File: config.mk
export PLATFORM = sky130hd
export DESIGN_NAME = balanced_parens_enumerator
export DESIGN_NICKNAME = d
export VERILOG_FILES = /design/src/hdl/bpe_pkg.sv /design/src/hdl/balanced_parens_enumerator.sv /design/src/hdl/bpe_scan.sv
export SDC_FILE = /design/constraint.sdc
export NUM_CORES = 1
export LEC_CHECK = 0
export BUFFER_PORTS_ARGS = -buffer_cell sky130_fd_sc_hd__buf_4
export CAP_MARGIN = 20
export CELL_PAD_IN_SITES_DETAIL_PLACEMENT = 1
export CELL_PAD_IN_SITES_GLOBAL_PLACEMENT = 2
export CORE_MARGIN = 4
export CORE_UTILIZATION = 35
export DETAILED_ROUTE_END_ITERATION = 12
export PLACE_DENSITY = 0.73
export SLEW_MARGIN = 20
export SYNTH_ARGS = -nofsm -noshare
export SYNTH_HDL_FRONTEND = slang
export SYNTH_SLANG_ARGS = --single-unit
File: constraint.sdc
create_clock -name clk -period 7.52 [get_ports clk]
set_input_delay 1.88 -clock clk [delete_from_list [all_inputs] [get_ports clk]]
set_output_delay 1.88 -clock clk [all_outputs]
set_load 0.05 [all_outputs]
File: src/hdl/bpe_pkg.sv
package bpe_pkg;

  localparam int MAX_PAIRS = 16;
  localparam int WORD_W    = 32;
  localparam int PAIR_W    = 5;
  localparam int LEN_W     = 6;
  localparam int IDX_W     = 5;

  localparam logic [PAIR_W-1:0] PAIR_COUNT_RST = PAIR_W'(1);
  localparam logic [PAIR_W-1:0] PAIR_LIMIT     = PAIR_W'(MAX_PAIRS);

  // Character codes as stored in a word.
  localparam logic OPEN_CH  = 1'b0;
  localparam logic CLOSE_CH = 1'b1;

  // Close characters at every even bit: the string "()()...()".
  localparam logic [WORD_W-1:0] LAST_PATTERN = 32'h5555_5555;

  typedef struct packed {
    logic load;
    logic step;
  } bpe_scan_ctrl_t;

  typedef struct packed {
    logic             last_bit;
    logic             balanced;
    logic             found;
    logic [IDX_W-1:0] tail;
    logic [LEN_W-1:0] opens_at;
  } bpe_scan_stat_t;

  // Ones in the k lowest bits, k from 0 up to the full word width.
  function automatic logic [WORD_W-1:0] low_mask(input logic [LEN_W-1:0] k);
    logic [WORD_W:0] t;
    t = ((WORD_W+1)'(1) << k) - (WORD_W+1)'(1);
    return t[WORD_W-1:0];
  endfunction

endpackage

File: src/hdl/balanced_parens_enumerator.sv
// Balanced parenthesis enumerator.
// Each beat on the input channel (in_restart) asks for one string; each beat on the
// output channel returns it in out_sequence_res, character i at bit 2n-1-i with 1
// for a close, and out_is_last flags the final string of the enumeration. A restart,
// the first request after reset, or a request after the last string gives the first
// string. The pair count n is written through cfg_wr_en/cfg_wr_data; the user must
// write it only while the block is idle, which the block itself does not enforce.
// n saturates at 16; n of zero gives the empty string, flagged last. A restart or
// first request goes straight to the finish state, which loads the output register.
// A next request first walks the stored string one character per cycle through a
// single scan unit, then finishes the same way. One request is in flight at a time:
// in_ready is high only while the sequencer is idle. The result sits in an output
// register, so a new request may be taken while the receiver stalls; a finished
// string then waits until that register empties.
// Reset sets n to 1, clears the stored string and drops out_valid.
module balanced_parens_enumerator import bpe_pkg::*; (
  input  logic              clk,
  input  logic              rst_n,
  input  logic              in_valid,
  output logic              in_ready,
  input  logic              in_restart,
  output logic              out_valid,
  input  logic              out_ready,
  output logic [WORD_W-1:0] out_sequence_res,
  output logic              out_is_last,
  input  logic              cfg_wr_en,
  input  logic [PAIR_W-1:0] cfg_wr_data
);

  localparam logic [1:0] ST_IDLE = 2'd0;
  localparam logic [1:0] ST_SCAN = 2'd1;
  localparam logic [1:0] ST_FIN  = 2'd2;

  logic [1:0]        state_r, state_nxt;
  logic [PAIR_W-1:0] pair_count_r;
  logic [WORD_W-1:0] word_r, word_nxt;
  logic              started_r, started_nxt;
  logic              force_first_r, force_first_nxt;
  logic              out_valid_r, out_valid_nxt;
  logic [WORD_W-1:0] out_seq_r, out_seq_nxt;
  logic              out_last_r, out_last_nxt;

  logic [PAIR_W-1:0] n_eff;
  logic [LEN_W-1:0]  len;
  logic              in_beat;
  logic              out_free;
  bpe_scan_ctrl_t    scan_ctrl;
  bpe_scan_stat_t    scan_stat;

  logic [LEN_W-1:0]  rem;
  logic [LEN_W-1:0]  ones;
  logic [LEN_W-1:0]  tail_w;
  logic [WORD_W-1:0] succ_word;
  logic [WORD_W-1:0] first_word;
  logic [WORD_W-1:0] last_word;
  logic [WORD_W-1:0] next_word;

  assign n_eff    = (pair_count_r > PAIR_LIMIT) ? PAIR_LIMIT : pair_count_r;
  assign len      = {n_eff, 1'b0};
  assign in_ready = (state_r == ST_IDLE);
  assign in_beat  = in_valid && in_ready;
  assign out_free = !out_valid_r || out_ready;

  bpe_scan u_scan (
    .clk  (clk),
    .rst_n(rst_n),
    .ctrl (scan_ctrl),
    .word (word_r),
    .len  (len),
    .stat (scan_stat)
  );

  // The chosen open becomes a close; after it come the remaining opens and then closes.
  assign tail_w     = LEN_W'(scan_stat.tail);
  assign rem        = LEN_W'(n_eff) - scan_stat.opens_at;
  assign ones       = tail_w - rem;
  assign succ_word  = (word_r & ~low_mask(tail_w + LEN_W'(1)))
                    | (WORD_W'(1) << scan_stat.tail)
                    | low_mask(ones);
  assign first_word = low_mask(LEN_W'(n_eff));
  assign last_word  = LAST_PATTERN & low_mask(len);
  assign next_word  = (force_first_r || !scan_stat.balanced || !scan_stat.found)
                    ? first_word : succ_word;

  always_comb begin
    state_nxt       = state_r;
    word_nxt        = word_r;
    started_nxt     = started_r;
    force_first_nxt = force_first_r;
    out_valid_nxt   = out_valid_r;
    out_seq_nxt     = out_seq_r;
    out_last_nxt    = out_last_r;
    scan_ctrl.load  = 1'b0;
    scan_ctrl.step  = 1'b0;
    if (out_valid_r && out_ready) begin
      out_valid_nxt = 1'b0;
    end
    unique case (state_r)
      ST_IDLE: begin
        if (in_beat) begin
          if (in_restart || !started_r || (len == '0)) begin
            force_first_nxt = 1'b1;
            state_nxt       = ST_FIN;
          end else begin
            force_first_nxt = 1'b0;
            scan_ctrl.load  = 1'b1;
            state_nxt       = ST_SCAN;
          end
        end
      end
      ST_SCAN: begin
        scan_ctrl.step = 1'b1;
        if (scan_stat.last_bit) begin
          state_nxt = ST_FIN;
        end
      end
      ST_FIN: begin
        if (out_free) begin
          word_nxt      = next_word;
          started_nxt   = 1'b1;
          out_valid_nxt = 1'b1;
          out_seq_nxt   = next_word;
          out_last_nxt  = (next_word == last_word);
          state_nxt     = ST_IDLE;
        end
      end
      default: begin
        state_nxt = ST_IDLE;
      end
    endcase
  end

  always_ff @(posedge clk) begin
    if (!rst_n) begin
      state_r      <= ST_IDLE;
      pair_count_r <= PAIR_COUNT_RST;
      word_r       <= '0;
      started_r    <= 1'b0;
      out_valid_r  <= 1'b0;
    end else begin
      state_r     <= state_nxt;
      word_r      <= word_nxt;
      started_r   <= started_nxt;
      out_valid_r <= out_valid_nxt;
      if (cfg_wr_en) begin
        pair_count_r <= cfg_wr_data;
      end
    end
  end

  always_ff @(posedge clk) begin
    force_first_r <= force_first_nxt;
    out_seq_r     <= out_seq_nxt;
    out_last_r    <= out_last_nxt;
  end

  assign out_valid        = out_valid_r;
  assign out_sequence_res = out_seq_r;
  assign out_is_last      = out_last_r;

  // Every balanced string of n pairs holds exactly n closes.
  a_close_count: assert property (@(posedge clk) disable iff (!rst_n)
    out_valid_r |-> ($countones(out_seq_r) == int'(n_eff)))
    else $error("result does not hold n closes");

  a_beat_starts_work: assert property (@(posedge clk) disable iff (!rst_n)
    in_beat |=> (state_r == ST_SCAN || state_r == ST_FIN))
    else $error("accepted beat did not start work");

  a_scan_continues: assert property (@(posedge clk) disable iff (!rst_n)
    (state_r == ST_SCAN && !scan_stat.last_bit) |=> (state_r == ST_SCAN))
    else $error("scan left before the last character");

  a_fin_delivers: assert property (@(posedge clk) disable iff (!rst_n)
    (state_r == ST_FIN && out_free) |=> (out_valid_r && state_r == ST_IDLE))
    else $error("finished string not placed in the output register");

endmodule

File: src/hdl/bpe_scan.sv
module bpe_scan import bpe_pkg::*; (
  input  logic                clk,
  input  logic                rst_n,
  input  bpe_scan_ctrl_t      ctrl,
  input  logic [WORD_W-1:0]   word,
  input  logic [LEN_W-1:0]    len,
  output bpe_scan_stat_t      stat
);

  logic [IDX_W-1:0] idx_r,      idx_nxt;
  logic [LEN_W-1:0] depth_r,    depth_nxt;
  logic [LEN_W-1:0] opens_r,    opens_nxt;
  logic             bad_r,      bad_nxt;
  logic             found_r,    found_nxt;
  logic [IDX_W-1:0] tail_r,     tail_nxt;
  logic [LEN_W-1:0] opens_at_r, opens_at_nxt;
  logic [LEN_W-1:0] len_m1;

  assign len_m1 = len - LEN_W'(1);

  always_comb begin
    idx_nxt      = idx_r;
    depth_nxt    = depth_r;
    opens_nxt    = opens_r;
    bad_nxt      = bad_r;
    found_nxt    = found_r;
    tail_nxt     = tail_r;
    opens_at_nxt = opens_at_r;
    if (ctrl.load) begin
      idx_nxt   = len_m1[IDX_W-1:0];
      depth_nxt = '0;
      opens_nxt = '0;
      found_nxt = 1'b0;
      // Any set bit above the string makes the stored word unusable.
      bad_nxt   = (word & ~low_mask(len)) != '0;
    end else if (ctrl.step) begin
      idx_nxt = idx_r - IDX_W'(1);
      if (word[idx_r] == OPEN_CH) begin
        // An open inside a nested group is the latest place that can turn into a close.
        if (depth_r != '0) begin
          found_nxt    = 1'b1;
          tail_nxt     = idx_r;
          opens_at_nxt = opens_r;
        end
        depth_nxt = depth_r + LEN_W'(1);
        opens_nxt = opens_r + LEN_W'(1);
      end else if (depth_r == '0) begin
        bad_nxt = 1'b1;
      end else begin
        depth_nxt = depth_r - LEN_W'(1);
      end
    end
  end

  always_ff @(posedge clk) begin
    if (!rst_n) begin
      idx_r   <= '0;
      depth_r <= '0;
      opens_r <= '0;
      bad_r   <= 1'b0;
      found_r <= 1'b0;
    end else begin
      idx_r   <= idx_nxt;
      depth_r <= depth_nxt;
      opens_r <= opens_nxt;
      bad_r   <= bad_nxt;
      found_r <= found_nxt;
    end
  end

  always_ff @(posedge clk) begin
    tail_r     <= tail_nxt;
    opens_at_r <= opens_at_nxt;
  end

  assign stat.last_bit = (idx_r == '0);
  assign stat.balanced = !bad_r && (depth_r == '0);
  assign stat.found    = found_r;
  assign stat.tail     = tail_r;
  assign stat.opens_at = opens_at_r;

endmodule
==> results of run 1 <==
## per-layer routing
metal | up-vias | track usage, % | routed length [um]
li1 | 3959 | - | -
met1 | 4411 | 39.3 | 16500
met2 | 397 | 45.8 | 17500
met3 | 82 | 3.20 | 2530
met4 | 0 | 10.5 | 1530
met5 | - | 0 | 0
## where the power goes
group / internal [mW] / switching (mW) / total (mW)
combinational: 0.181 / 0.422 / 0.603
clock: 0.269 / 0.250 / 0.519
sequential: 0.636 / 0.0415 / 0.677
## cells by family after synthesis
logic type	Yosys count
AO/OA/AOI/OAI	325
XOR/XNOR	37
adder cells (fa/ha/maj)	31
buffers and inverters	120
flip-flops	105
multiplexers	26
AND/OR/NAND/NOR	428
## worst paths after layout
kind                                     to  slack (ns)  cells after the start
max                   out_is_last$_DFFE_PP_        0.88                     21
min          u_scan.opens_at_r[5]$_DFFE_PP_        0.46                      0
max reg2reg           out_is_last$_DFFE_PP_        0.88                     21
min reg2reg  u_scan.opens_at_r[5]$_DFFE_PP_        0.46                      0
## synthesized netlist by cell type (9+ instances only)
library cell	instances
a211oi_1	9
a21boi_0	35
a21o_1	10
a21oi_1	64
a221oi_1	12
a22oi_1	12
a31oi_1	26
clkbuf_1	64
dfxtp_1	60
edfxtp_1	45
ha_1	25
inv_1	44
mux2i_1	12
mux4_2	10
nand2_1	138
nand2b_1	17
nand3_1	37
nand4_1	16
nor2_1	96
nor2b_1	21
nor3_1	33
nor3b_1	11
nor4_1	9
o21ai_0	58
xnor2_1	16
xor2_1	21
## registers in the layout (all words and copies together), names as in the netlist
name,cells
out_sequence_res,32
word_r,32
u_scan.depth_r,6
u_scan.opens_at_r,6
u_scan.opens_r,6
pair_count_r,5
u_scan.idx_r,5
u_scan.tail_r,5
state_r,2
force_first_r,1
out_is_last,1
out_valid,1
started_r,1
u_scan.bad_r,1
u_scan.found_r,1
## layout make-up
type                            instances  area, um2
Fill cell                            2914      14200
Multi-Input combinational cell        847       5450
Sequential cell                       105       2550
Timing Repair Buffer                   65        488
Tap cell                              319        399
Clock buffer                            9        225
Inverter                               47        176
Clock inverter                          7       95.1
## stage by stage
step / total power, mW / setup WS (ns) / util [%] / std cells / cell area [um2]
after floorplan: 1.05 / 1.99 / - / 1072 / 8470
after global placement: 1.27 / 1.27 / 38.4 / 1383 / 9060
after detailed placement: 1.27 / 1.02 / 38.4 / 1383 / 9060
after CTS: 1.80 / 0.982 / 39.7 / 1399 / 9390
after global routing: 1.87 / 0.545 / 39.7 / 1399 / 9390
final: 1.80 / 0.879 / 39.7 / 1399 / 9390
==> impl_metrics.toml, run 1 <==
[outcome]
outcome = "complete, no violations"

[critical_path]
crit_buf_inv = 3
slowest_stage = "a2111oi_0"
cp-start-kind = "flip-flop"
crit_arrival_ns = 6.84
crit_required_ns = 7.72
path_cells = "buf_4 -> nand2b_1 -> inv_1 -> fa_1 -> inv_1 -> ha_1 -> and2_4 -> a221oi_1 -> a21oi_1 -> o21ai_2 -> nor2_1 -> nand3_1 -> ha_1 -> nor2_1 -> nand2_1 -> nor4_1 -> a2111oi_0 -> nor3b_1 -> nand4bb_1 -> or4_1 -> nor4_2"
reg2reg_from = "pair_count_r[4]$_SDFFE_PN0P_"
critPathKind = "reg2reg"
cp-end-kind = "flip-flop"
critPathTopFamily = "simple AND/OR/NAND/NOR gates"
worst-path-max-fanout = 19
max_stage_delay_ns = 0.77
worstSetupStartpoint = "pair_count_r[4]$_SDFFE_PN0P_"

[timing]
drv_slew = 0
finClkSkew_ns = 0.0181
relSlewSlack_pct = 28.8
whs_ns = 0.456
hold_viol = 0
tns_ns = 0
setup_viol = 0
min_period_ns = 6.64
tightest_slew_ns = 1.06
min_period_over_period_pct = 88.3
rsz0062_at_grt = "no"
max_freq_mhz = 151

[clock_network]
root_buffer = "clkbuf_16"
clkSlewWorstSetupHoldPaths_ns = 0.09
cts.repair.resized = 0
cts_buffers = 9
cts_htree_levels = 3
cts.sinks = 105
post-cts-setup-buffers = 0
ctsLongestPathBuffers = 2
cts_tree = "yes"
holdBufCountCts = 0
insertion_delay_ns = 0.37

[floorplan]
die_h_um = 164
die_w_um = 164
rows = 56
core_region_area_um2 = 23600
initial_core_util_pct = 35.9
dieArea_um2 = 26700
io_pins = 46

[layout]
n_antenna_cell = 0
final_common_cell = "nand2_1"
nets = 1117
area_growth_pct = 10.8
drive_gt1_share_pct = 10.8
final_cell_mix = "nand2_1 (138), nor2_1 (96), buf_4 (65)"

[global_route]
grt_use_total_pct = 28.4
overflow = 0
antenna_found_initial = 0
grt_pass1_vias = 8682
grt_max_degree = 49
grt_pass1_wl_mm = 57.2

[synth]
synthMuxAreaShare_pct = 4.61
synth_ff_type = "dfxtp_1"
synth_compound_gate_area_share_pct = 26.3
synth_warnings = 0
yosys.area_share.simple_pct = 24.5
async_reset_ff_share_pct = 0
avgSynthCellArea_um2 = 7.90
synth_area_leaders = "edfxtp_1 (16%), dfxtp_1 (14%), nand2_1 (6.1%)"
postSynthRegisterBits = 105
yosysUniqueCellTypes = 85
yosysSeqAreaShare_pct = 30.1
syn_nets = 1114
synth_edf_count = 45
synth_adder_area_share_pct = 5.11
synth_top_family_by_area = "compound AO/OA/AOI/OAI gates"
synth-xor-area-share_pct = 3.83
syn-cell-area_um2 = 8470
synth_top_area_cell = "edfxtp_1"
synthCells = 1072
netlist.area_leader.share_pct = 16.0

[placement]
dp_hpwl_mm = 29.0
gp_congestion = 1.03
io_buffers = 45

[route]
wire_per_inst_um = 27.2
drc = 0
via_count = 8849
dr.pass1.iters = 7
first_iter_violations = 973
vias_per_cell = 6.33
postRouteAntennaNets = 0
routed_wl_mm = 38.0

[power]
p_leak_nw = 3.45
peakVddDrop_mv = 0.133
p_per_area_nw_per_um2 = 192

[flow_run]
maxCapViolCount = 0

[min_path]
hold_class = "reg2reg"
hp-start = "u_scan.opens_r[5]$_SDFFE_PP0P_"
(Power assumes the default switching activity.)
==> inputs of run 2 (changes only) <==
--- a/config.mk
+++ b/config.mk
@@ -10,9 +10,10 @@
 export CELL_PAD_IN_SITES_DETAIL_PLACEMENT = 1
 export CELL_PAD_IN_SITES_GLOBAL_PLACEMENT = 2
 export CORE_MARGIN = 4
-export CORE_UTILIZATION = 35
+export CORE_UTILIZATION = 38
 export DETAILED_ROUTE_END_ITERATION = 12
-export PLACE_DENSITY = 0.73
+export GPL_ROUTABILITY_DRIVEN = 1
+export PLACE_DENSITY = 0.79
 export SLEW_MARGIN = 20
 export SYNTH_ARGS = -nofsm -noshare
 export SYNTH_HDL_FRONTEND = slang
==> run 2 against run 1 <==
  * Clock power decreased by 4.8%
  * Clock skew increased by 0.00088 ns
  * Design area decreased by 0.68%
==> impl_metrics.toml, run 2 (synthesis results as in run 1) <==
[global_route]
antenna_found_initial = 0
grt_pass1_wl_mm = 56.1
grt_max_degree = 51
grt_pass1_vias = 8682
grt_use_total_pct = 30.2
overflow = 0

[floorplan]
die_w_um = 157
die_h_um = 157
initial_core_util_pct = 38.7
dieArea_um2 = 24700
rows = 54
core_region_area_um2 = 21900
io_pins = 46

[layout]
final_util_pct = 42.6
drive_gt1_share_pct = 10.8
ff_latch_area_um2 = 2550
n_antenna_cell = 0
final_cell_mix = "nand2_1 (138), nor2_1 (96), a21oi_1 (64), buf_4 (64), dfxtp_1 (60)"
num-fill-cells = 2653
final_common_cell = "nand2_1"
multiInputGateArea_um2 = 5460
area_growth_pct = 10.1
nets = 1116

[power]
peakVddDrop_mv = 0.156
p_per_area_nw_per_um2 = 190
p_leak_nw = 3.44

[timing]
rsz0062_at_grt = "no"
relSlewSlack_pct = 28.4
setup_viol = 0
max_freq_mhz = 156
finClkSkew_ns = 0.0190
tightest_slew_ns = 1.06
min_period_over_period_pct = 85.0
min_period_ns = 6.40
tns_ns = 0
drv_slew = 0
hold_viol = 0

[route]
wire_per_inst_um = 27.4
via_count = 8782
drc = 0
first_iter_violations = 903
dr.pass1.iters = 7
vias_per_cell = 6.46
postRouteAntennaNets = 0
routed_wl_mm = 37.2

[critical_path]
crit_required_ns = 7.71
cp-end-kind = "flip-flop"
critPathKind = "reg2reg"
path_cells = "buf_4 -> nand2_1 -> inv_1 -> ha_1 -> nand2_1 -> nor4_1 -> inv_1 -> ha_1 -> o21ai_1 -> a21oi_1 -> nand3_1 -> xor2_1 -> a2111oi_0 -> buf_4 -> nor3b_1 -> nand4bb_1 -> or4_1 -> nor4_2"
crit_buf_inv = 4
max_stage_delay_ns = 0.91
r2r_slack_ns = 1.13
reg2regPathDepth = 18
worst-path-max-fanout = 24
cp-start-kind = "flip-flop"
slowest_stage = "a21oi_1"
cp.depth = 18
critPathTopFamily = "simple AND/OR/NAND/NOR gates"
crit_arrival_ns = 6.59

[clock_network]
insertion_delay_ns = 0.37
cts_htree_levels = 3
clkSlewWorstSetupHoldPaths_ns = 0.09
cts_tree = "yes"
ctsLongestPathBuffers = 2
post-cts-setup-buffers = 0
root_buffer = "clkbuf_16"
cts.sinks = 105
cts_buffers = 9
cts.repair.resized = 0
holdBufCountCts = 0

[placement]
gp_congestion = 1.01
dp_hpwl_mm = 28.3
io_buffers = 45

[min_path]
hold_class = "reg2reg"
holdPathStages = 0

[flow_run]
maxCapViolCount = 0

[outcome]
outcome = "complete, no violations"
## run 2: cell count changes in the layout (fill, tap and decap cells not counted), sizes merged
cell    before  now
buf         65   64
clkinv       4    6
inv         49   48
bufinv       1    0
## run 2: layer usage
layer  part of all wire [%]  vias to the layer above  wire [um]  global-route usage, %
met5                      0                        -          0                      0
met4                    5.5                        0       2030                   13.8
met3                    6.6                      107       2470                   4.48
met2                     44                      381      16400                   46.8
met1                     44                     4340      16300                   41.8
li1                       -                     3954          -                      -
## run 2: metrics by stage
| stage | std cells | total power [mW] | cell area (um2) | worst slack (ns) | hold slack [ns] |
|---|---|---|---|---|---|
| after detailed placement | 1343 | 1.27 | 9010 | 1.37 | 0.430 |
| after global routing | 1359 | 1.84 | 9320 | 0.779 | 0.483 |
| after floorplan | 1072 | 1.05 | 8470 | 1.99 | 0.408 |
| final | 1359 | 1.77 | 9320 | 1.13 | 0.467 |
| after CTS | 1359 | 1.77 | 9320 | 1.30 | 0.467 |
| after global placement | 1343 | 1.27 | 9010 | 1.48 | 0.446 |
## run 2: where the power goes
group	switching (mW)	leakage, nW	internal, mW
registers	0.0437	0.906	0.636
logic	0.417	2.39	0.181
clock network	0.256	0.150	0.238
## run 2: final timing paths
path,startpoint,to
worst max register to register,u_scan.tail_r[1]$_DFFE_PP_,out_is_last$_DFFE_PP_
worst min register to register,u_scan.opens_r[5]$_SDFFE_PP0P_,u_scan.opens_at_r[5]$_DFFE_PP_
worst min-delay path,u_scan.opens_r[5]$_SDFFE_PP0P_,u_scan.opens_at_r[5]$_DFFE_PP_
worst max-delay path,u_scan.tail_r[1]$_DFFE_PP_,out_is_last$_DFFE_PP_
## run 2: final cells by class
class | count | share of cell area (%)
inverter | 47 | 1.89
clock inverter | 7 | 0.872
tap | 280 | 3.76
clock buffer | 9 | 2.42
timing repair buffer | 64 | 5.15
multi-input combinational | 847 | 58.5
sequential | 105 | 27.4
## run 2: worst register-to-register path: cells and delay by family, from the launching register on
kind / cells / cell delay [ns]
AOI/OAI and AO/OA: 3 / 1.66
xor gates and xnor gates: 1 / 0.31
adders and majority gates: 2 / 0.78
buffers and inverters: 4 / 0.99
DFF: 1 / 0.41
and+or+nand+nor: 8 / 2.07
==> inputs of run 3 (changes only) <==
--- a/config.mk
+++ b/config.mk
@@ -13,6 +13,7 @@
 export CORE_UTILIZATION = 38
 export DETAILED_ROUTE_END_ITERATION = 12
 export GPL_ROUTABILITY_DRIVEN = 1
+export MAX_ROUTING_LAYER = met4
 export PLACE_DENSITY = 0.79
 export SLEW_MARGIN = 20
 export SYNTH_ARGS = -nofsm -noshare
==> run 3 against run 2 <==
  * Via count rose by 0.64%
  * Cell count did not move
  * Worst setup slack got worse by 0.14 ns
  * Clock-buffer cell count did not move
  * Sequential share of layout area fell by 0.051 points
  * First-iteration DRC count fell by 14%
  * Clock skew fell by 0.0025 ns
  * Power rose by 1.1%
  * Sequential power barely moved
  * Highest routed layer unchanged
  * Design area rose by 0.19%
==> impl_metrics.toml, run 3 (synthesis results as in run 1) <==
[outcome]
outcome = "complete, no violations"

[global_route]
grt_pass1_wl_mm = 56.3
antenna_found_initial = 0
grt_use_total_pct = 31.4
grt_pass1_vias = 8519
overflow = 0
grt_max_degree = 51

[clock_network]
cts.sinks = 105
insertion_delay_ns = 0.37
cts.repair.resized = 0
cts_buffers = 9
root_buffer = "clkbuf_16"
ctsLongestPathBuffers = 2
holdBufCountCts = 0
cts_tree = "yes"
cts_htree_levels = 3
post-cts-setup-buffers = 0
clkSlewWorstSetupHoldPaths_ns = 0.09

[min_path]
holdPathStages = 1
hold_class = "reg2reg"
hp-start = "started_r$_SDFFE_PN0P_"
min_to = "started_r$_SDFFE_PN0P_"

[power]
peakVddDrop_mv = 0.103
p_leak_nw = 3.45
p_per_area_nw_per_um2 = 192

[timing]
finClkSkew_ns = 0.0165
drv_slew = 0
relSlewSlack_pct = 26.8
hold_viol = 0
rsz0062_at_grt = "no"
min_period_ns = 6.53
min_period_over_period_pct = 86.8
max_freq_mhz = 153
tightest_slew_ns = 1.09
setup_viol = 0
tns_ns = 0
whs_ns = 0.465

[layout]
area_growth_pct = 10.3
stdcell_count = 1359
final_util_pct = 42.7
final_cell_mix = "nand2_1 (138), nor2_1 (95), a21oi_1 (64), buf_4 (64), dfxtp_1 (60)"
ff_latch_area_um2 = 2550
n_antenna_cell = 0
drive_gt1_share_pct = 10.9
num-fill-cells = 2700
multiInputGateArea_um2 = 5460
nets = 1116
final_common_cell = "nand2_1"

[route]
routed_wl_mm = 38.1
wire_per_inst_um = 28.0
first_iter_violations = 774
postRouteAntennaNets = 0
drc = 0
dr.pass1.iters = 7
vias_per_cell = 6.50
via_count = 8838

[critical_path]
crit_required_ns = 7.71
worst-path-max-fanout = 18
slowest_stage = "dfxtp_1"
r2r-end = "out_is_last$_DFFE_PP_"
crit_buf_inv = 3
critPathKind = "reg2reg"
cp-end-kind = "flip-flop"
critPathTopFamily = "simple AND/OR/NAND/NOR gates"
reg2reg_from = "pair_count_r[3]$_SDFFE_PN0P_"
r2r_slack_ns = 0.99
cp-start-kind = "flip-flop"
crit_arrival_ns = 6.72
max_stage_delay_ns = 0.70
path_cells = "nand2b_1 -> inv_1 -> fa_1 -> inv_1 -> ha_1 -> and2_4 -> a221oi_1 -> a21oi_1 -> o21ai_2 -> nor2_1 -> nand3_1 -> ha_1 -> nor2_1 -> nand2_1 -> nor4_1 -> a2111oi_0 -> buf_4 -> nor3b_1 -> nand4bb_1 -> or4_1 -> nor4_2"
reg2regPathDepth = 21

[floorplan]
dieArea_um2 = 24700
initial_core_util_pct = 38.7
die_w_um = 157
die_h_um = 157
io_pins = 46
rows = 54
core_region_area_um2 = 21900

[placement]
gp_congestion = 0.985
place_inst = 1343
dp_hpwl_mm = 28.9
io_buffers = 45

[flow_run]
maxCapViolCount = 0
==> run 3: per-stage QoR <==
step | instance area, um2 | worst slack (ns) | power [mW]
3_3_place_gp | 9010 | 1.26 | 1.28
6_report | 9340 | 0.989 | 1.79
2_1_floorplan | 8470 | 1.99 | 1.05
4_1_cts | 9340 | 1.04 | 1.79
5_1_grt | 9340 | 0.493 | 1.86
3_5_place_dp | 9010 | 1.11 | 1.28
==> run 3: power breakdown <==
part	internal [mW]	leakage, nW	switching [mW]
Clock	0.244	0.156	0.265
Combinational	0.181	2.39	0.423
Sequential	0.636	0.906	0.0428
==> run 3: routing by layer <==
layer | part of all wire (%) | global-route usage, %
met1 | 43 | 41.8
met2 | 45 | 48.5
met3 | 6.1 | 3.60
met4 | 5.5 | 13.6
met5 | 0 | -
==> run 3: worst max-delay path by stage <==
stage,start,end,slack (ns),cells past startpoint
detailed placement,pair_count_r[3]$_SDFFE_PN0P_,out_is_last$_DFFE_PP_,1.11,21
finish,pair_count_r[3]$_SDFFE_PN0P_,out_is_last$_DFFE_PP_,0.99,21
floorplan,u_scan.tail_r[3]$_DFFE_PP_,out_is_last$_DFFE_PP_,1.99,22
global route,pair_count_r[3]$_SDFFE_PN0P_,out_is_last$_DFFE_PP_,0.49,21
CTS,pair_count_r[3]$_SDFFE_PN0P_,out_is_last$_DFFE_PP_,1.04,21
global placement,pair_count_r[3]$_SDFFE_PN0P_,out_is_last$_DFFE_PP_,1.26,21
==> run 3: area by class of cell <==
type,instances,area share (%)
repair buffers,64,5.14
flip-flops and latches,105,27.3
clock inverters,7,1.03
well taps,280,3.75
multi-input cells,847,58.4
inverters,47,1.89
clock buffers,9,2.41
